[src/rtl/core/u8d_pkg.sv]
package u8d_pkg;

	localparam int BufDepth = 4;
	localparam int CntWidth = 3;
	localparam int CpWidth  = 21;

	localparam logic [CpWidth-1:0] REPLACEMENT_CP = 21'h00FFFD;

	// Lead byte classes: mask and match pairs.
	localparam logic [7:0] ASCII_MASK = 8'h80;
	localparam logic [7:0] LEAD2_MASK = 8'hE0;
	localparam logic [7:0] LEAD2_CODE = 8'hC0;
	localparam logic [7:0] LEAD3_MASK = 8'hF0;
	localparam logic [7:0] LEAD3_CODE = 8'hE0;
	localparam logic [7:0] LEAD4_MASK = 8'hF8;
	localparam logic [7:0] LEAD4_CODE = 8'hF0;
	localparam logic [7:0] CONT_MASK  = 8'hC0;
	localparam logic [7:0] CONT_CODE  = 8'h80;

	typedef enum logic {
		ST_IDLE,
		ST_RUN
	} u8d_state_t;

	// Commands from the controller to the datapath.
	typedef struct packed {
		logic load;    // take the input request into the buffer
		logic step;    // apply one decode step, result goes to the hold slot
		logic finish;  // end of the run for this byte, flush the hold slot
	} u8d_cmd_t;

	// Status from the datapath to the controller.
	typedef struct packed {
		logic emit;        // the current decode step gives a result
		logic out_free;    // the output register can take a result this cycle
		logic hold_valid;  // a result waits in the hold slot
	} u8d_sts_t;

endpackage

[src/rtl/core/u8d_ctrl.sv]
module u8d_ctrl (
	input  logic               clk,
	input  logic               arst_n,
	input  logic               in_valid,
	output logic               in_stall,
	input  u8d_pkg::u8d_sts_t  sts,
	output u8d_pkg::u8d_cmd_t  cmd
);

	u8d_pkg::u8d_state_t state_q;
	u8d_pkg::u8d_state_t state_d;

	always_ff @(posedge clk or negedge arst_n) begin
		if (!arst_n) begin
			state_q <= u8d_pkg::ST_IDLE;
		end else begin
			state_q <= state_d;
		end
	end

	always_comb begin
		cmd      = '0;
		state_d  = state_q;
		in_stall = 1'b1;
		case (state_q)
			u8d_pkg::ST_IDLE: begin
				in_stall = 1'b0;
				if (in_valid) begin
					cmd.load = 1'b1;
					state_d  = u8d_pkg::ST_RUN;
				end
			end
			u8d_pkg::ST_RUN: begin
				// A held result must find room in the output register first.
				if (!sts.hold_valid || sts.out_free) begin
					if (sts.emit) begin
						cmd.step = 1'b1;
					end else begin
						cmd.finish = 1'b1;
						state_d    = u8d_pkg::ST_IDLE;
					end
				end
			end
			default: begin
				state_d = u8d_pkg::ST_IDLE;
			end
		endcase
	end

endmodule

[src/rtl/core/u8d_dp.sv]
module u8d_dp (
	input  logic                            clk,
	input  logic                            arst_n,
	input  logic [7:0]                      text_byte,
	input  logic                            final_byte,
	input  u8d_pkg::u8d_cmd_t               cmd,
	output u8d_pkg::u8d_sts_t               sts,
	output logic                            out_valid,
	input  logic                            out_stall,
	output logic [u8d_pkg::CpWidth-1:0]     code_point,
	output logic                            last_of_run,
	output logic                            end_of_text
);

	localparam int Depth = u8d_pkg::BufDepth;
	localparam int CpW   = u8d_pkg::CpWidth;
	localparam int CntW  = u8d_pkg::CntWidth;
	localparam int IdxW  = $clog2(Depth);

	logic [7:0]      buf_q [Depth];
	logic [7:0]      shifted [Depth];
	logic [CntW-1:0] cnt_q;
	logic            fin_q;
	logic [CpW-1:0]  hold_cp_q;
	logic            hold_valid_q;
	logic            out_valid_q;
	logic [CpW-1:0]  out_cp_q;
	logic            out_last_q;
	logic            out_eot_q;

	logic            dec_emit;
	logic            dec_clear;
	logic [CntW-1:0] dec_drop;
	logic [CpW-1:0]  dec_cp;
	logic [CntW-1:0] dec_len;
	logic            dec_valid_lead;
	logic [2:0]      cont_ok;
	logic            seq_ok;
	logic            out_free;
	logic            push;
	logic [7:0]      lead;

	assign lead = buf_q[0];

	always_comb begin
		for (int i = 0; i < 3; i++) begin
			cont_ok[i] = (buf_q[i+1] & u8d_pkg::CONT_MASK) == u8d_pkg::CONT_CODE;
		end
	end

	// One decode step on the front of the buffer.
	always_comb begin
		dec_emit       = 1'b0;
		dec_clear      = 1'b0;
		dec_drop       = CntW'(1);
		dec_cp         = u8d_pkg::REPLACEMENT_CP;
		dec_len        = CntW'(1);
		dec_valid_lead = 1'b1;
		seq_ok         = 1'b0;
		if ((lead & u8d_pkg::ASCII_MASK) == 8'h00) begin
			dec_len = CntW'(1);
		end else if ((lead & u8d_pkg::LEAD2_MASK) == u8d_pkg::LEAD2_CODE) begin
			dec_len = CntW'(2);
		end else if ((lead & u8d_pkg::LEAD3_MASK) == u8d_pkg::LEAD3_CODE) begin
			dec_len = CntW'(3);
		end else if ((lead & u8d_pkg::LEAD4_MASK) == u8d_pkg::LEAD4_CODE) begin
			dec_len = CntW'(4);
		end else begin
			dec_valid_lead = 1'b0;
		end

		if (cnt_q != '0) begin
			if (!dec_valid_lead) begin
				dec_emit = 1'b1;
			end else if (cnt_q < dec_len) begin
				// Sequence not complete yet; at end of text it is cut short.
				if (fin_q) begin
					dec_emit  = 1'b1;
					dec_clear = 1'b1;
				end
			end else begin
				dec_emit = 1'b1;
				case (dec_len)
					CntW'(1): begin
						seq_ok = 1'b1;
						dec_cp = CpW'(lead[6:0]);
					end
					CntW'(2): begin
						seq_ok = cont_ok[0];
						dec_cp = CpW'({lead[4:0], buf_q[1][5:0]});
					end
					CntW'(3): begin
						seq_ok = cont_ok[0] & cont_ok[1];
						dec_cp = CpW'({lead[3:0], buf_q[1][5:0], buf_q[2][5:0]});
					end
					default: begin
						seq_ok = cont_ok[0] & cont_ok[1] & cont_ok[2];
						dec_cp = {lead[2:0], buf_q[1][5:0], buf_q[2][5:0], buf_q[3][5:0]};
					end
				endcase
				if (seq_ok) begin
					dec_drop = dec_len;
				end else begin
					dec_cp = u8d_pkg::REPLACEMENT_CP;
				end
			end
		end
	end

	// Buffer contents after dropping the consumed bytes from the front.
	always_comb begin
		logic [CntW-1:0] src;
		for (int k = 0; k < Depth; k++) begin
			src = CntW'(k) + dec_drop;
			if (src < CntW'(Depth)) begin
				shifted[k] = buf_q[src[IdxW-1:0]];
			end else begin
				shifted[k] = buf_q[k];
			end
		end
	end

	assign out_free = !out_valid_q || !out_stall;
	assign push     = (cmd.step || cmd.finish) && hold_valid_q;

	always_comb begin
		sts.emit       = dec_emit;
		sts.out_free   = out_free;
		sts.hold_valid = hold_valid_q;
	end

	always_ff @(posedge clk or negedge arst_n) begin
		if (!arst_n) begin
			cnt_q        <= '0;
			fin_q        <= 1'b0;
			hold_valid_q <= 1'b0;
			out_valid_q  <= 1'b0;
		end else begin
			if (cmd.load) begin
				if (cnt_q < CntW'(Depth)) begin
					cnt_q <= cnt_q + CntW'(1);
				end
				fin_q <= final_byte;
			end
			if (cmd.step) begin
				hold_valid_q <= 1'b1;
				if (dec_clear) begin
					cnt_q <= '0;
				end else begin
					cnt_q <= cnt_q - dec_drop;
				end
			end
			if (cmd.finish) begin
				hold_valid_q <= 1'b0;
				if (fin_q) begin
					cnt_q <= '0;
				end
			end
			if (push) begin
				out_valid_q <= 1'b1;
			end else if (!out_stall) begin
				out_valid_q <= 1'b0;
			end
		end
	end

	always_ff @(posedge clk) begin
		if (cmd.load && cnt_q < CntW'(Depth)) begin
			buf_q[cnt_q[IdxW-1:0]] <= text_byte;
		end
		if (cmd.step) begin
			hold_cp_q <= dec_cp;
			for (int k = 0; k < Depth; k++) begin
				buf_q[k] <= shifted[k];
			end
		end
		if (push) begin
			out_cp_q   <= hold_cp_q;
			out_last_q <= cmd.finish;
			out_eot_q  <= cmd.finish && fin_q;
		end
	end

	assign out_valid   = out_valid_q;
	assign code_point  = out_cp_q;
	assign last_of_run = out_last_q;
	assign end_of_text = out_eot_q;

endmodule

[src/rtl/core/utf8_stream_decoder.sv]
// Channel   Direction  Handshake              Payload
// input     in         in_valid / in_stall    text_byte[7:0], final_byte
// output    out        out_valid / out_stall  code_point[20:0], last_of_run, end_of_text
//
// Each request is loaded into the buffer from the idle state; the run state then takes
// one decode step per code point it yields plus a closing step, a single decode step
// per cycle unless a held result waits for room in the output register.
// Reset clears the controller, the byte count, the final flag, the hold flag and
// the output valid flag; the buffered bytes hold no meaning until written.
// A stall on the output holds the last result in the output register and pauses
// the decode run; the input is stalled for the whole run of a byte.
module utf8_stream_decoder (
	input  logic                        clk,
	input  logic                        arst_n,
	input  logic                        in_valid,
	output logic                        in_stall,
	input  logic [7:0]                  text_byte,
	input  logic                        final_byte,
	output logic                        out_valid,
	input  logic                        out_stall,
	output logic [u8d_pkg::CpWidth-1:0] code_point,
	output logic                        last_of_run,
	output logic                        end_of_text
);

	// The controller sequences the decode run of each byte; the datapath holds
	// the pending bytes, decodes the front of the buffer, and keeps one result in
	// a hold slot so that the last result of a run can be flagged as such once
	// the following decode step shows that nothing more comes.
	u8d_pkg::u8d_cmd_t ctrl_cmd;
	u8d_pkg::u8d_sts_t dp_sts;

	u8d_ctrl u_ctrl (
		.clk      (clk),
		.arst_n   (arst_n),
		.in_valid (in_valid),
		.in_stall (in_stall),
		.sts      (dp_sts),
		.cmd      (ctrl_cmd)
	);

	u8d_dp u_dp (
		.clk         (clk),
		.arst_n      (arst_n),
		.text_byte   (text_byte),
		.final_byte  (final_byte),
		.cmd         (ctrl_cmd),
		.sts         (dp_sts),
		.out_valid   (out_valid),
		.out_stall   (out_stall),
		.code_point  (code_point),
		.last_of_run (last_of_run),
		.end_of_text (end_of_text)
	);

	// The end of the text is always the last result of its run.
	assert property (@(posedge clk) disable iff (!arst_n)
		out_valid && end_of_text |-> last_of_run)
		else $error("end_of_text without last_of_run");

	// A new request never finds a result still waiting in the hold slot.
	assert property (@(posedge clk) disable iff (!arst_n)
		ctrl_cmd.load |-> !dp_sts.hold_valid)
		else $error("request accepted with a held result");

	// Closing a run always empties the hold slot.
	assert property (@(posedge clk) disable iff (!arst_n)
		ctrl_cmd.finish |=> !dp_sts.hold_valid)
		else $error("hold slot not flushed at end of run");

	// A held result is never pushed over a stalled output register.
	assert property (@(posedge clk) disable iff (!arst_n)
		(ctrl_cmd.step || ctrl_cmd.finish) && dp_sts.hold_valid |-> dp_sts.out_free)
		else $error("result pushed into a full output register");

endmodule

[config.mk]
export PLATFORM = sky130hd
export DESIGN_NAME = utf8_stream_decoder
export DESIGN_NICKNAME = d
export VERILOG_FILES = /design/src/rtl/core/u8d_pkg.sv /design/src/rtl/core/u8d_ctrl.sv /design/src/rtl/core/u8d_dp.sv /design/src/rtl/core/utf8_stream_decoder.sv
export SDC_FILE = /design/constraint.sdc
export NUM_CORES = 1
export LEC_CHECK = 0
export ABC_AREA = 1
export BUFFER_PORTS_ARGS = -buffer_cell sky130_fd_sc_hd__buf_2
export CORE_MARGIN = 2
export CORE_UTILIZATION = 30
export CTS_BUF_LIST = sky130_fd_sc_hd__clkbuf_16
export DETAILED_ROUTE_END_ITERATION = 10
export GPL_TIMING_DRIVEN = 1
export HOLD_SLACK_MARGIN = 0.15
export PLACE_DENSITY = 0.44
export SLEW_MARGIN = 15
export SYNTH_ARGS = -nofsm -noshare
export SYNTH_HDL_FRONTEND = slang
export SYNTH_SLANG_ARGS = --single-unit
[constraint.sdc]
create_clock -name clk -period 4.33 [get_ports clk]
set_input_delay 0 -clock clk [delete_from_list [all_inputs] [get_ports clk]]
set_output_delay 0 -clock clk [all_outputs]
set_load 0.03 [all_outputs]
After elaboration in Yosys (flattened, before gate mapping):

Memories as Yosys holds them, arrays and structs flattened.
Cells that the tools add are included.

* add/subtract/negate cells: 5
* bitwise operators: 6
* order comparisons: 6
* muxes and demuxes: 54
* eq/ne operators: 10
* reduce and logical (&&, ||, !) cells: 14

Operator list (number)
* case mux 21 bit (3 select lines): 1
* two-way mux 3 bit: 14
* two-way mux 8 bit: 5
* two-way mux 1 bit: 29
* less-than comparator 3 bit (second input constant): 5
* zero test 8 bit: 1
* OR reduction 8 bit: 1
* adder 2 x 3 -> 3 bit (first input constant): 2
* equality test 2 bit (second input constant): 3
* equality test 3 x 2 -> 1 bit (second input constant): 2
* two-way mux 2 bit: 3
* equality test 5 bit (second input constant): 1
* equality test 4 bit (second input constant): 1
* inverter 1 bit: 4
* OR reduction 4 bit: 1
* adder 1 x 3 -> 3 bit (first input constant): 1
* adder 3 x 1 -> 3 bit (second input constant): 1
* equality test 3 x 1 -> 1 bit (second input constant): 1
* equality test 3 bit (second input constant): 1
* logical AND 1 bit: 3
* zero test 1 bit: 3
* logical OR 1 bit: 3
* less-than comparator 3 bit: 1
* case mux 1 bit (3 select lines): 1
* other kinds (6): 7

* register bits: 51
* bits of input ports: 13
* memories kept: 1
* memory bits (writable): 32
* output and inout bits: 25

Memories
* u_dp.buf_q: words 4, bits a word 8, rd ports 8, clocked after memory_dff 0, wr ports 4, RTL line u8d_dp.sv:20 `logic [7:0] buf_q [Depth];`

Depth between registers and ports, before layout:

* word-level depth: 19
* gate-level depth with buffers: 21
* mapped depth without buffers: 18

Cells and area by module:

Synthesis repeated with hierarchy kept, for this count alone.

* cell total of the unflattened synthesis: 489
* area total of the unflattened synthesis: 4555.6 µm²

By module, submodules not included
* u8d_dp: area each 4483.0 µm², sequential area each 2432.3 µm², cells each 476, instances 1
* u8d_ctrl: area each 72.6 µm², sequential area each 25.0 µm², cells each 13, instances 1

Least setup slack after synthesis:

No wires, ideal clock.

* path kind: reg2reg
* from: mem u_dp.buf_q[0][5]
* to: mem u_dp.buf_q[3][4] (data pin)
* slack: 0.938 ns
* cell stages (with the launch flop): 17
* arrival: 3.134 ns
* period minus slack after synthesis: 3.392 ns
* cell sequence: edfxtp_1 -> nand2_2 -> inv_1 -> nand2_1 -> clkbuf_1 -> ha_1 -> a21oi_1 -> nand2_2 -> nand3_2 -> clkbuf_1 -> ha_1 -> clkbuf_1 -> inv_1 -> clkbuf_1 -> nand3_1 -> nand3_1 -> a21oi_1

RTL lines (RTL line)
* start, declared: u8d_dp.sv:20

==> results by stage <==
Synth:
- Counting flops and latches in the post-synthesis netlist gives 83.
- The combined area of all synthesized cells is 4577 µm².
- In the synthesized netlist the dominant register cell turns out to be sky130_fd_sc_hd__edfxtp_1.
- By area the synthesized netlist is led by sky130_fd_sc_hd__edfxtp_1, sky130_fd_sc_hd__nand2_1, sky130_fd_sc_hd__nand3_1.
- Synthesis produced 489 cells.
- The sequential-to-total area share from yosys stat is 53.69%.
- The net count after synthesis is 511.
- The fraction of registers with async set or reset after synthesis is 8.434%.
- Counting distinct cell types in the post-synthesis netlist gives 31.
- During synthesis, Yosys emitted a total of 0 warnings.
- The portion of synthesized cell area occupied by the leading cell type is 49.86%.
- The most common cell in the netlist is sky130_fd_sc_hd__nand2_1.
- The number of enable flip-flop cells after synthesis is 76.
- The average cell area after synthesis is 9.360 µm².
- After synthesis, the most frequently instantiated cells are sky130_fd_sc_hd__nand2_1, sky130_fd_sc_hd__edfxtp_1, sky130_fd_sc_hd__inv_1, sky130_fd_sc_hd__nand3_1, sky130_fd_sc_hd__a21oi_1.
- sky130_fd_sc_hd__edfxtp_1 takes more of the synthesized area than any other cell.

Global route:
- The global-route wire length before repair is around 20,000 µm.
- In the global route stage, overall resource usage came out at 16.17%.
- The total grt overflow is 0.
- The number of global-route vias before repair is 3,550.
- The number of antenna violations at the first check in global routing is 0.
- The maximum number of pins on one net before global-route repair is 51.

Run status:
- The run finished with clean final reports.

Route:
- The routed layout has 3,826 vias.
- In the final routed layout, each cell accounts on average for 17.13 µm.
- After detailed routing, the number of vias per cell comes to around 5.2.
- After the first detailed-routing iteration, the DRC count stood at 414.
- The DRC violation count after routing is 0.
- Wires add up to between 10,000 and 15,000 µm.
- The number of iterations in the first detailed-routing pass is 5.
- Once detail routing completed, the nets flagged for antenna violations numbered 0.

STA:
- For the pin with the worst max-slew slack, the measured transition is ~1000 ps.
- Setup violations remaining at the end of the flow were counted as 0.
- The final count of pins violating max slew came to 0.
- The worst-case clock skew is 8.611 ps.
- The total count of hold-check failures in the final report was 0.
- After layout, the minimum clock period comes to 3574 ps.
- Based on the critical path, the design can be clocked at up to 0.2798 GHz.
- The ratio of final minimum period to clock period is 82.54%.
- The max-slew headroom at the worst pin is 32.74%.
- Setup repair after global routing left no endpoint under its margin.
- Adding up every negative setup slack in the final design gives 0 ps.

Placement:
- During placement, the flow inserted port buffers numbering 37.
- The wire-length estimate of the detail-placed layout is 9093 µm.
- The global placer's final weighted congestion is 0.8725.

Clock network:
- The TritonCTS clock tree is done.
- The clock root buffer is sky130_fd_sc_hd__clkbuf_16.
- Buffers added to address setup during post-CTS repair amount to 0.
- The H-tree generated during clock tree synthesis spans 3 levels.
- The clock network latency to the later pin of the worst-skew pair is 350 ps.
- The number of CTS-inserted buffers is 9.
- The number of buffers on the longest clock path is 2.
- The clock net in this run drives a total of 83 sinks.
- After clock tree synthesis, the clock-pin slew on the worst setup and hold paths is 70 ps.

Die:
- The region available for standard cell placement spans 15,030 µm².
- The floorplan step defined a die boundary enclosing approximately 16,000 µm².
- The standard-cell row count is 45.
- The initial standard-cell utilization of the core is 30.45%.
- In this run the count of I/O pins placed on the die edge is 38.
- The x dimension of the die is 127.5 µm.
- The height of the chip is 127.5 µm.

Min path:
- The classification of the worst-slack hold path is input pin to flip-flop.

Cells and area:
- The ratio of cells with drive above 1 in the final layout is 15.63%.
- The layout has around 1,500 filler cells.
- The number of antenna diodes in the final layout is 0.
- The area added between synthesis and finish is 18.34%.
- In the final design database the tool counted ~560 nets.

Setup path:
- The startpoint-to-endpoint class of the critical path is flip-flop to flip-flop.
- The largest fanout on the critical path is 18.
- STA classifies the critical path endpoint as a flip-flop.
- STA puts the critical path data required time at 4540 ps.
- For the worst setup path, the data arrival time is 3780 ps.
- The worst setup path is launched from a flip-flop.

Run:
- Across the run, the number of max-cap violations was 0.
[placed cells by master, fill, tap and decap left out, drive strengths merged, types with 7 or more instances in the layout]
cell	instances
nand4	17
edfxtp	76
a21oi	27
nor2	30
o211ai	23
ha	8
o221ai	9
nand3	49
dfrtp	7
o21ai	32
dlygate4sd3	15
inv	54
nand2	118
clkbuf	9
buf	50
[repair_timing]
action	CTS	global route
hold buffers	15	0
hold endpoints to repair	44	0
setup endpoints to repair	0	0
resized for setup	0	0
[logic make-up (layout without fill, tap and decap cells)]
group,after synthesis,in the layout,synth area share (%)
AOI/OAI and AO/OA,103,103,14.16
and+or+nand+nor,215,215,21.51
DFF,83,83,53.69
buffers and inverters,76,131,7.436
adders and majority gates,9,9,2.624
xor gates and xnor gates,3,3,0.5742
[worst max-delay path, cell delays in order (launching register included)]
cell and delay [ps]:
sky130_fd_sc_hd__edfxtp_1 540, sky130_fd_sc_hd__nand2_2 160, sky130_fd_sc_hd__inv_1 80, sky130_fd_sc_hd__nand2_1 50, sky130_fd_sc_hd__buf_4 170, sky130_fd_sc_hd__ha_1 300
sky130_fd_sc_hd__a21oi_1 220, sky130_fd_sc_hd__nand2_2 210, sky130_fd_sc_hd__nand3_2 350, sky130_fd_sc_hd__inv_1 260, sky130_fd_sc_hd__buf_4 240, sky130_fd_sc_hd__fa_1 410
sky130_fd_sc_hd__xnor2_1 140, sky130_fd_sc_hd__xor2_1 160, sky130_fd_sc_hd__nand2_1 70, sky130_fd_sc_hd__o21ai_0 60
[layer usage]
metal	GRT usage [%]	part of all wire [%]	vias to the layer above
li1	-	-	1839
met1	23.60	48	1810
met2	23.59	43	159
met3	2.806	7.3	18
met4	6.852	2.1	0
met5	0	0	-
[per-stage QoR]
| step | worst slack [ps] | util, % | instances | area (µm²) | hold slack [ps] |
|---|---|---|---|---|---|
| after floorplan | 938.3 | - | 489 | 4577 | -295.6 |
| after global placement | 926.0 | 32.88 | 701 | 4942 | -156.0 |
| after detailed placement | 833.0 | 32.88 | 701 | 4942 | -151.6 |
| after CTS | 808.5 | 36.03 | 732 | 5416 | 404.2 |
| after global routing | 473.4 | 36.03 | 732 | 5416 | 425.2 |
| final | 756.1 | 36.03 | 732 | 5416 | 411.9 |
[state kept, by name, summed over array words and instances, names as in the netlist]
signal             count
u_dp.code_point       21
u_dp.out_valid         1
u_dp.last_of_run       1
u_dp.fin_q             1
u_dp.cnt_q             3
u_ctrl.state_q         1
u_dp.hold_cp_q        21
u_dp.end_of_text       1
u_dp.buf_q            32
u_dp.hold_valid_q      1
[area by class of cell]
class / count / area (µm²) / share of cell area [%]
tap: 188 / 235.2 / 4.343
inverter: 50 / 187.7 / 3.465
timing repair buffer: 65 / 432.9 / 7.993
multi-input combinational: 330 / 1779 / 32.85
clock buffer: 9 / 225.2 / 4.158
sequential: 83 / 2457 / 45.37
clock inverter: 7 / 98.84 / 1.825
[final timing paths]
check | endpoint | slack (ps) | from | cells past startpoint
setup / recovery | u_dp.cnt_q[2] | 760 | u_dp.buf_q[0][5] | 15
hold / removal | u_dp.out_valid | 410 | out_stall | 4
setup reg to reg | u_dp.cnt_q[2] | 760 | u_dp.buf_q[0][5] | 15
hold reg to reg | u_dp.code_point[10] | 420 | u_dp.hold_cp_q[10] | 0
max in group asynchronous | u_dp.hold_valid_q | 3460 | arst_n | 3
min in group asynchronous | u_dp.cnt_q[0] | 610 | arst_n | 3
Power is left out: the tool's default activity adds up to more than one toggle a clock period on the data nets, which glitch-free logic cannot reach.
